$ cat src/hw/rtl/bvm_pkg.sv
`timescale 1ns / 1ps
`default_nettype none
// ----------------------------------------------------------------------------
// Byte VM package
// Opcodes, beat types, controller command and status structs.
// ----------------------------------------------------------------------------
package bvm_pkg;

    // Field widths
    localparam int PC_W   = 10;
    localparam int NPC_W  = 11;
    localparam int ADDR_W = 10;
    localparam int DATA_W = 8;
    localparam int FUNC_W = 4;

    // Default data memory depth, and compare-subtract steps that reduce a
    // 10-bit address below any depth of at least 16
    localparam int MEM_DEPTH_DEF = 1024;
    localparam int WRAP_STEPS    = 6;

    // Program counter value meaning "ran off the end"
    localparam logic [NPC_W-1:0] PC_END = 11'd1024;

    // Opcodes
    localparam logic [FUNC_W-1:0] OP_SET   = 4'd0;
    localparam logic [FUNC_W-1:0] OP_ADD   = 4'd1;
    localparam logic [FUNC_W-1:0] OP_SUB   = 4'd2;
    localparam logic [FUNC_W-1:0] OP_DIV   = 4'd3;
    localparam logic [FUNC_W-1:0] OP_MUL   = 4'd4;
    localparam logic [FUNC_W-1:0] OP_PRINT = 4'd5;
    localparam logic [FUNC_W-1:0] OP_CMP   = 4'd6;
    localparam logic [FUNC_W-1:0] OP_JUMP  = 4'd7;
    localparam logic [FUNC_W-1:0] OP_GET   = 4'd8;
    localparam logic [FUNC_W-1:0] OP_HALT  = 4'd15;

    // Read port operand select
    localparam logic RSEL_FIRST  = 1'b0;
    localparam logic RSEL_SECOND = 1'b1;

    // Input beat
    typedef struct packed {
        logic [PC_W-1:0]          pc;
        logic [FUNC_W-1:0]        func;
        logic [ADDR_W-1:0]        dest_addr;
        logic [ADDR_W-1:0]        src_a_addr;
        logic [ADDR_W-1:0]        src_b_addr;
        logic signed [DATA_W-1:0] immediate;
        logic signed [DATA_W-1:0] user_value;
    } bvm_item_t;

    // Output beat
    typedef struct packed {
        logic [NPC_W-1:0]         next_pc;
        logic                     print_valid;
        logic signed [DATA_W-1:0] print_value;
        logic                     halted;
        logic                     bad_opcode;
        logic                     div_by_zero;
    } bvm_result_t;

    // Controller to datapath
    typedef struct packed {
        logic load_item;
        logic clear_wr;
        logic cnt_clr;
        logic cnt_inc;
        logic rd_en;
        logic rd_sel;
        logic cap_a;
        logic cap_b;
        logic exec;
        logic div_step;
        logic mem_wr;
        logic load_out;
    } bvm_cmd_t;

    // Datapath to controller
    typedef struct packed {
        logic [FUNC_W-1:0] op;
        logic              cnt_clear_last;
        logic              cnt_div_last;
        logic              out_free;
    } bvm_status_t;

endpackage
`default_nettype wire

$ cat src/hw/rtl/bvm_ctrl.sv
`timescale 1ns / 1ps
`default_nettype none
// ----------------------------------------------------------------------------
// Byte VM controller
// Sequences memory clear, operand reads, execute, divide steps, write-back
// and result hand-off for one instruction at a time.
// ----------------------------------------------------------------------------
module bvm_ctrl (
    input  wire                  clk,
    input  wire                  rst_n,
    input  wire                  item_valid,
    output logic                 item_ready,
    input  wire bvm_pkg::bvm_status_t sts,
    output bvm_pkg::bvm_cmd_t    cmd
);
    import bvm_pkg::*;

    localparam logic [3:0] ST_CLEAR = 4'd0;
    localparam logic [3:0] ST_IDLE  = 4'd1;
    localparam logic [3:0] ST_DEC   = 4'd2;
    localparam logic [3:0] ST_RD0   = 4'd3;
    localparam logic [3:0] ST_RD1   = 4'd4;
    localparam logic [3:0] ST_RD2   = 4'd5;
    localparam logic [3:0] ST_EXEC  = 4'd6;
    localparam logic [3:0] ST_DIV   = 4'd7;
    localparam logic [3:0] ST_WR    = 4'd8;
    localparam logic [3:0] ST_DONE  = 4'd9;

    logic [3:0] state_reg;
    logic [3:0] state_next;

    // State register
    always_ff @(posedge clk or negedge rst_n)
    begin
        if (!rst_n)
        begin
            state_reg <= ST_CLEAR;
        end
        else
        begin
            state_reg <= state_next;
        end
    end

    assign item_ready = (state_reg == ST_IDLE);

    // Next state and commands
    always_comb
    begin
        state_next = state_reg;
        cmd        = '0;
        cmd.rd_sel = RSEL_FIRST;
        case (state_reg)
            ST_CLEAR:
            begin
                cmd.clear_wr = 1'b1;
                cmd.cnt_inc  = 1'b1;
                if (sts.cnt_clear_last)
                begin
                    cmd.cnt_inc = 1'b0;
                    cmd.cnt_clr = 1'b1;
                    state_next  = ST_IDLE;
                end
            end
            ST_IDLE:
            begin
                if (item_valid)
                begin
                    cmd.load_item = 1'b1;
                    state_next    = ST_DEC;
                end
            end
            ST_DEC:
            begin
                case (sts.op)
                    OP_SET, OP_GET:
                        state_next = ST_WR;
                    OP_ADD, OP_SUB, OP_MUL, OP_DIV, OP_PRINT, OP_CMP:
                        state_next = ST_RD0;
                    default:
                        state_next = ST_DONE;
                endcase
            end
            ST_RD0:
            begin
                cmd.rd_en  = 1'b1;
                cmd.rd_sel = RSEL_FIRST;
                state_next = ST_RD1;
            end
            ST_RD1:
            begin
                cmd.rd_en  = 1'b1;
                cmd.rd_sel = RSEL_SECOND;
                cmd.cap_a  = 1'b1;
                state_next = (sts.op == OP_PRINT) ? ST_DONE : ST_RD2;
            end
            ST_RD2:
            begin
                cmd.cap_b  = 1'b1;
                state_next = ST_EXEC;
            end
            ST_EXEC:
            begin
                cmd.exec    = 1'b1;
                cmd.cnt_clr = 1'b1;
                if (sts.op == OP_CMP)
                begin
                    state_next = ST_DONE;
                end
                else if (sts.op == OP_DIV)
                begin
                    state_next = ST_DIV;
                end
                else
                begin
                    state_next = ST_WR;
                end
            end
            ST_DIV:
            begin
                cmd.div_step = 1'b1;
                cmd.cnt_inc  = 1'b1;
                if (sts.cnt_div_last)
                begin
                    state_next = ST_WR;
                end
            end
            ST_WR:
            begin
                cmd.mem_wr = 1'b1;
                state_next = ST_DONE;
            end
            ST_DONE:
            begin
                if (sts.out_free)
                begin
                    cmd.load_out = 1'b1;
                    state_next   = ST_IDLE;
                end
            end
            default:
            begin
                state_next = ST_IDLE;
            end
        endcase
    end

endmodule
`default_nettype wire

$ cat config.mk
export PLATFORM = sky130hd
export DESIGN_NAME = bvm_ctrl
export DESIGN_NICKNAME = d
export VERILOG_FILES = /design/src/hw/rtl/bvm_pkg.sv /design/src/hw/rtl/bvm_ctrl.sv
export SDC_FILE = /design/constraint.sdc
export NUM_CORES = 1
export LEC_CHECK = 0
export BUFFER_PORTS_ARGS = -buffer_cell sky130_fd_sc_hd__clkbuf_2
export CAP_MARGIN = 25
export CORE_AREA = 2 2 39 41
export DETAILED_ROUTE_END_ITERATION = 8
export DIE_AREA = 0 0 41 43
export PLACE_DENSITY = 0.68
export SYNTH_ARGS = -nofsm -noshare
export SYNTH_HDL_FRONTEND = slang
export SYNTH_SLANG_ARGS = --single-unit
$ cat constraint.sdc
create_clock -name clk -period 2.1 [get_ports clk]
set_input_delay 0.42 -clock clk [delete_from_list [all_inputs] [get_ports clk]]
set_output_delay 0.42 -clock clk [all_outputs]
set_load 0.02 [all_outputs]
==> out/results.tsv, run 1 <==
metric	value	unit
antenna_left	0	
row_count	14	
synth_top_area_share	18.0	%
synth_nets	81	
wirelength	1360	µm
post-cts-setup-buffers	0	
max_slew.worst_pin.slew	423	ps
period_minus_slack	1970	ps
syn-cell-area	556	µm²
dp_hpwl	1070	µm
grt_pass1_wl	2280	µm
synth-seq-area-share	18.0	%
cts_tree	done	
cts_htree_levels	1	
powerDensity	1410	nW/µm²
start_util	40.1	%
min_to	state_reg[0]	
vdd_drop_max	0.505	mV
area_delta_synth_final	21.8	%
status	completed	
fin_skew	2.00	ps
min_from	sts[2]	
reg2reg_depth	4	
synth_cell_types	40	
cp.required	1680	ps
final_max_slew_viol_count	0	
wire_per_inst	12.4	µm
cts_resized	0	
syn_inst	71	
fin_cells	109	
routed-via-count	628	
min_period_over_period	93.6	%
fmaxAchievable	509	MHz
cts_hold_buf	1	
max_stage_delay	590	ps
clkTransAtPathRegs	40	ps
clk_latency	230	ps
fillers	134	
crit_type	reg2out	
ys_ff_latch	4	
largest_register_ffs	4	
track_usage	18.9	%
yosys.area.top_type	dfrtp_1	
die_area	1760	µm²
drc	0	
first_iter_violations	29	
antenna_found_initial	0	
viasPerCell	5.76	
ioPinCount	23	
gp_congestion	0.779	
fin_setup_tns	0	ps
layout_commonest_cell	clkbuf_2	
whs_path_depth	3	
worst_path_max_delay_cell	dfrtp_1	
r2r-start	state_reg[0]	
syn_avg_cell_area	7.82	µm²
rsz0062_at_grt	false	
min_path_type	in2reg	
core	1380	µm²
arrival	1550	ps
first_pass_iters	4	
nets	105	
grt_max_degree	15	
end_kind	output port	
die_h	43	µm
numPortBuffers	22	
hold_viol	0	
numCtsBuffers	3	
drive_above_1_share	38.7	%
die_w	41	µm
clk_path_buf_depth	2	
setup.worst_path.start_class	flip-flop	
cts.sinks	4	
critPathMaxFanout	14	
slew_headroom	71.8	%
path_cells	nand2b_1 > nor2_1 > a21o_1 > clkbuf_2	
grt_remaining_overflow	0	
setup_violations	0	
dp_cells	105	
r2r_slack	500	ps
p_leak	0.329	nW
n_antenna_cell	0	
layout_common_cells	clkbuf_2 (22), nor2_1 (9)	
reg2reg_to	state_reg[1]	
maxCapViolCount	0	
grt_pass1_vias	562	
ys_warn_count	0	
cpLargestDelayFamily	flip-flops	
root_buffer	clkbuf_4	
netlist_top_cells_area	dfrtp_1 (18%), nor2_1 (6.1%), nor3b_1 (5.4%)	
path_buf_inv	1	
power breakdown:
group | switching [mW] | total [mW] | leakage, nW | internal [mW]
Sequential | 0.104 | 0.215 | 0.0513 | 0.111
Combinational | 0.373 | 0.646 | 0.264 | 0.273
Clock | 0.0305 | 0.0944 | 0.0138 | 0.0639
Total | 0.507 | 0.956 | 0.329 | 0.448
per-stage QoR:
step	power (mW)	cell area (µm²)	setup slack [ps]	utilization, %	hold WS, ps
after floorplan	0.732	556	365	-	124
after global placement	0.848	644	395	46.6	227
after detailed placement	0.856	644	376	46.6	226
after CTS	0.956	677	127	48.9	460
after global routing	1.03	677	22.1	48.9	490
final	0.956	677	134	48.9	462
area by class of cell:
| cell class | count | area (µm²) | share of cell area [%] |
|---|---|---|---|
| multi-input combinational | 58 | 388 | 57.3 |
| clock buffer | 3 | 22.5 | 3.33 |
| sequential | 4 | 100 | 14.8 |
| tap | 16 | 20.0 | 2.96 |
| inverter | 3 | 11.3 | 1.66 |
| timing repair buffer | 25 | 135 | 20.0 |
tightest hold or removal path: stages:
cell      delay, ps
clkbuf_2         90
nor2_1          100
a21oi_1          40
cells by family after synthesis:
logic type             Yosys count  synth area share (%)
and+or+nand+nor                 37                  41.0
DFF                              4                  18.0
AOI/OAI and AO/OA               21                  28.8
buffers and inverters            9                  12.2
per-layer routing:
metal | track usage, % | wire [µm] | up-vias
met5 | 0 | 0 | -
met4 | 10.7 | 29 | 0
met3 | 3.14 | 53 | 4
met2 | 28.4 | 674 | 21
met1 | 24.3 | 599 | 293
li1 | - | - | 310
Yosys cell counts:
cell	instances
a21oi_1	4
nor3_1	2
and2_1	1
nor2_1	9
or4_1	1
nor2b_1	2
o32ai_2	1
a211oi_1	2
o21bai_2	1
a2111oi_1	1
and3_1	1
o211ai_1	1
nor4b_2	1
buf_6	2
a21o_1	1
nand2_2	1
nand2b_1	4
a221o_1	1
o21bai_1	1
a22oi_1	1
or4b_1	1
nor2_2	1
nor4_1	1
a41o_2	1
o21ai_1	1
dfrtp_1	4
clkbuf_8	1
nor3b_1	4
a31oi_1	2
o221ai_1	1
inv_1	2
nand3_1	1
inv_2	1
nand4b_1	1
buf_4	2
nand2_1	3
buf_2	1
and2b_2	2
and4b_1	1
o21ai_0	2
how the worst max path moves through the flow:
stage	end	startpoint	cells past startpoint	slack, ps
floorplan	cmd[8]	state_reg[2]	5	360
global placement	cmd[9]	state_reg[2]	4	400
detailed placement	cmd[9]	state_reg[2]	4	380
CTS	cmd[9]	state_reg[2]	4	130
global route	cmd[9]	state_reg[2]	4	20
finish	cmd[9]	state_reg[2]	4	130
No activity file was read; power rests on OpenSTA's default activity.
==> run 2: changes to the inputs <==
- CAP_MARGIN: 25 -> 20
- CELL_PAD_IN_SITES_DETAIL_PLACEMENT: not set -> 1
- CELL_PAD_IN_SITES_GLOBAL_PLACEMENT: not set -> 2
- CORE_AREA: 2 2 39 41 -> not set
- CORE_MARGIN: not set -> 2
- CORE_UTILIZATION: not set -> 26
- DIE_AREA: 0 0 41 43 -> not set
- PLACE_DENSITY: 0.68 -> 0.77
==> out/results.tsv, run 2 (synthesis results as in run 1) <==
metric	value	unit	change
grt_remaining_overflow	0		unchanged
wire_per_inst	14.3	µm	+15%
r2r-start	state_reg[0]		
rsz0062_at_grt	false		
startpoint	state_reg[0]		
clkTransAtPathRegs	40	ps	about the same
p_sw	526	µW	+3.6%
grt_pass1_wl	2990	µm	+31%
post-cts-setup-buffers	0		unchanged
max_slew.worst_pin.slew	414	ps	-9.11 ps
clk_latency	240	ps	about the same
sw_frac_of_total	53.9	%	+0.78 points
grt_max_degree	14		-1
gp_congestion	0.791		+1.6%
fillers	263		+96%
final_max_slew_viol_count	0		unchanged
numCtsBuffers	3		unchanged
comb_power_share	66.4	%	-1.2 points
numPortBuffers	22		unchanged
setup_violations	0		unchanged
layout_commonest_cell	clkbuf_2		
end_kind	output port		
first_pass_iters	4		unchanged
internal_power	450	µW	+0.39%
dp_hpwl	1350	µm	+26%
die_area	2520	µm²	+43%
track_usage	15.2	%	-3.7 points
clk_path_buf_depth	2		unchanged
vdd_drop_max	0.364	mV	-28%
drc	0		unchanged
root_buffer	clkbuf_4		
arrival	1510	ps	-40 ps
wirelength	1710	µm	+26%
antenna_found_initial	0		unchanged
n_antenna_cell	0		unchanged
first_iter_violations	13		-55%
clkPwrFrac	10.4	%	+0.5 points
slew_headroom	72.4	%	+0.61 points
layout_common_cells	clkbuf_2 (22), nor2_1 (9), nand2b_1 (4), a21oi_1 (4), nor3b_1 (4)		
multi_input_area	388	µm²	unchanged
area_delta_synth_final	24.5	%	
powerDensity	1410	nW/µm²	-0.13%
p_leak	0.328	nW	-0.41%
fin_setup_tns	0	ps	unchanged
ioPinCount	23		unchanged
min_from	sts[1]		
report.power.total	976	µW	+2.1%
critPathMaxFanout	12		-2
dpl_cell_area	658	µm²	+2.1%
setup.worst_path.start_class	flip-flop		
grt_pass1_vias	629		+12%
routed-via-count	614		-2.2%
viasPerCell	5.12		-11%
hold_viol	0		unchanged
cts.sinks	4		unchanged
worst_hold_slack	458	ps	-3.61 ps
min_period_over_period	92.0	%	-1.6 points
core	1980	µm²	+43%
cts_htree_levels	1		unchanged
antenna_left	0		unchanged
reg2reg_depth	4		unchanged
status	completed		
whs_path_depth	2		-1
fmaxAchievable	517	MHz	+1.7%
start_util	28.0	%	-12 points
die_h	50.2	µm	+17%
stdcell_area	692	µm²	+2.2%
row_count	16		+2
cp.required	1680	ps	about the same
nets	105		unchanged
maxCapViolCount	0		unchanged
seqPwrFrac	23.2	%	+0.7 points
fin_skew	4.16	ps	+2.16 ps
die_w	50.2	µm	+23%
seqCellArea	101	µm²	+1.2%
period_minus_slack	1930	ps	-33.5 ps
crit_type	reg2out		
largest_register_ffs	4		unchanged
min_path_type	in2reg		
drive_above_1_share	39.8	%	+1.1 points
cts_tree	done		
[run 2: changes by cell type in the layout (fill, tap and decap cells not counted)]
cell and change:
dfrtp_1 -1, dfrtp_2 +1
[run 2: timing repair]
action                     4_1_cts  5_1_grt
hold endpoints to repair         4        0
resized for setup                0        1
setup endpoints to repair        0        1
hold buffers                     1        0
[run 2: critical path: stages, from the launching register on]
cell      delay (ps)
dfrtp_1          520
nor2_2           290
nand2_1          120
inv_1             90
a21o_1           110
clkbuf_2         160
[run 2: path summary, 6_finish.rpt]
path | end | slack (ps)
worst max-delay path | cmd[9] | 170
min in group asynchronous | state_reg[3] | 540
worst min-delay path | state_reg[1] | 460
worst max register to register | state_reg[1] | 510
worst min register to register | state_reg[1] | 700
max in group asynchronous | state_reg[2] | 1420
[run 2: per-layer routing]
layer / track usage (%) / routed length (µm) / up-vias
li1: - / - / 311
met1: 19.6 / 787 / 285
met2: 26.5 / 846 / 18
met3: 3.57 / 77 / 0
met4: 1.39 / 0 / 0
met5: 0 / 0 / -
[run 2: layout make-up]
class / instances / area share, %
clock buffers: 3 / 3.25
repair buffers: 25 / 19.5
multi-input cells: 58 / 56.1
inverters: 3 / 1.63
well taps: 27 / 4.88
flip-flops and latches: 4 / 14.6
[run 2: power groups by stage]
stage	Sequential, mW	Combinational (mW)	Clock (mW)
after global placement	0.218	0.653	0
final	0.226	0.648	0.101
after detailed placement	0.221	0.656	0
after global routing	0.235	0.724	0.107
after CTS	0.222	0.659	0.101
after floorplan	0.139	0.593	0
[run 2: metrics by stage]
step                util, %  worst slack (ps)  cells
floorplan                 -               365     71
global placement       33.2               345    116
detailed placement     33.2               342    116
CTS                    34.8              71.6    120
global route           34.9              52.8    120
finish                 34.9               167    120
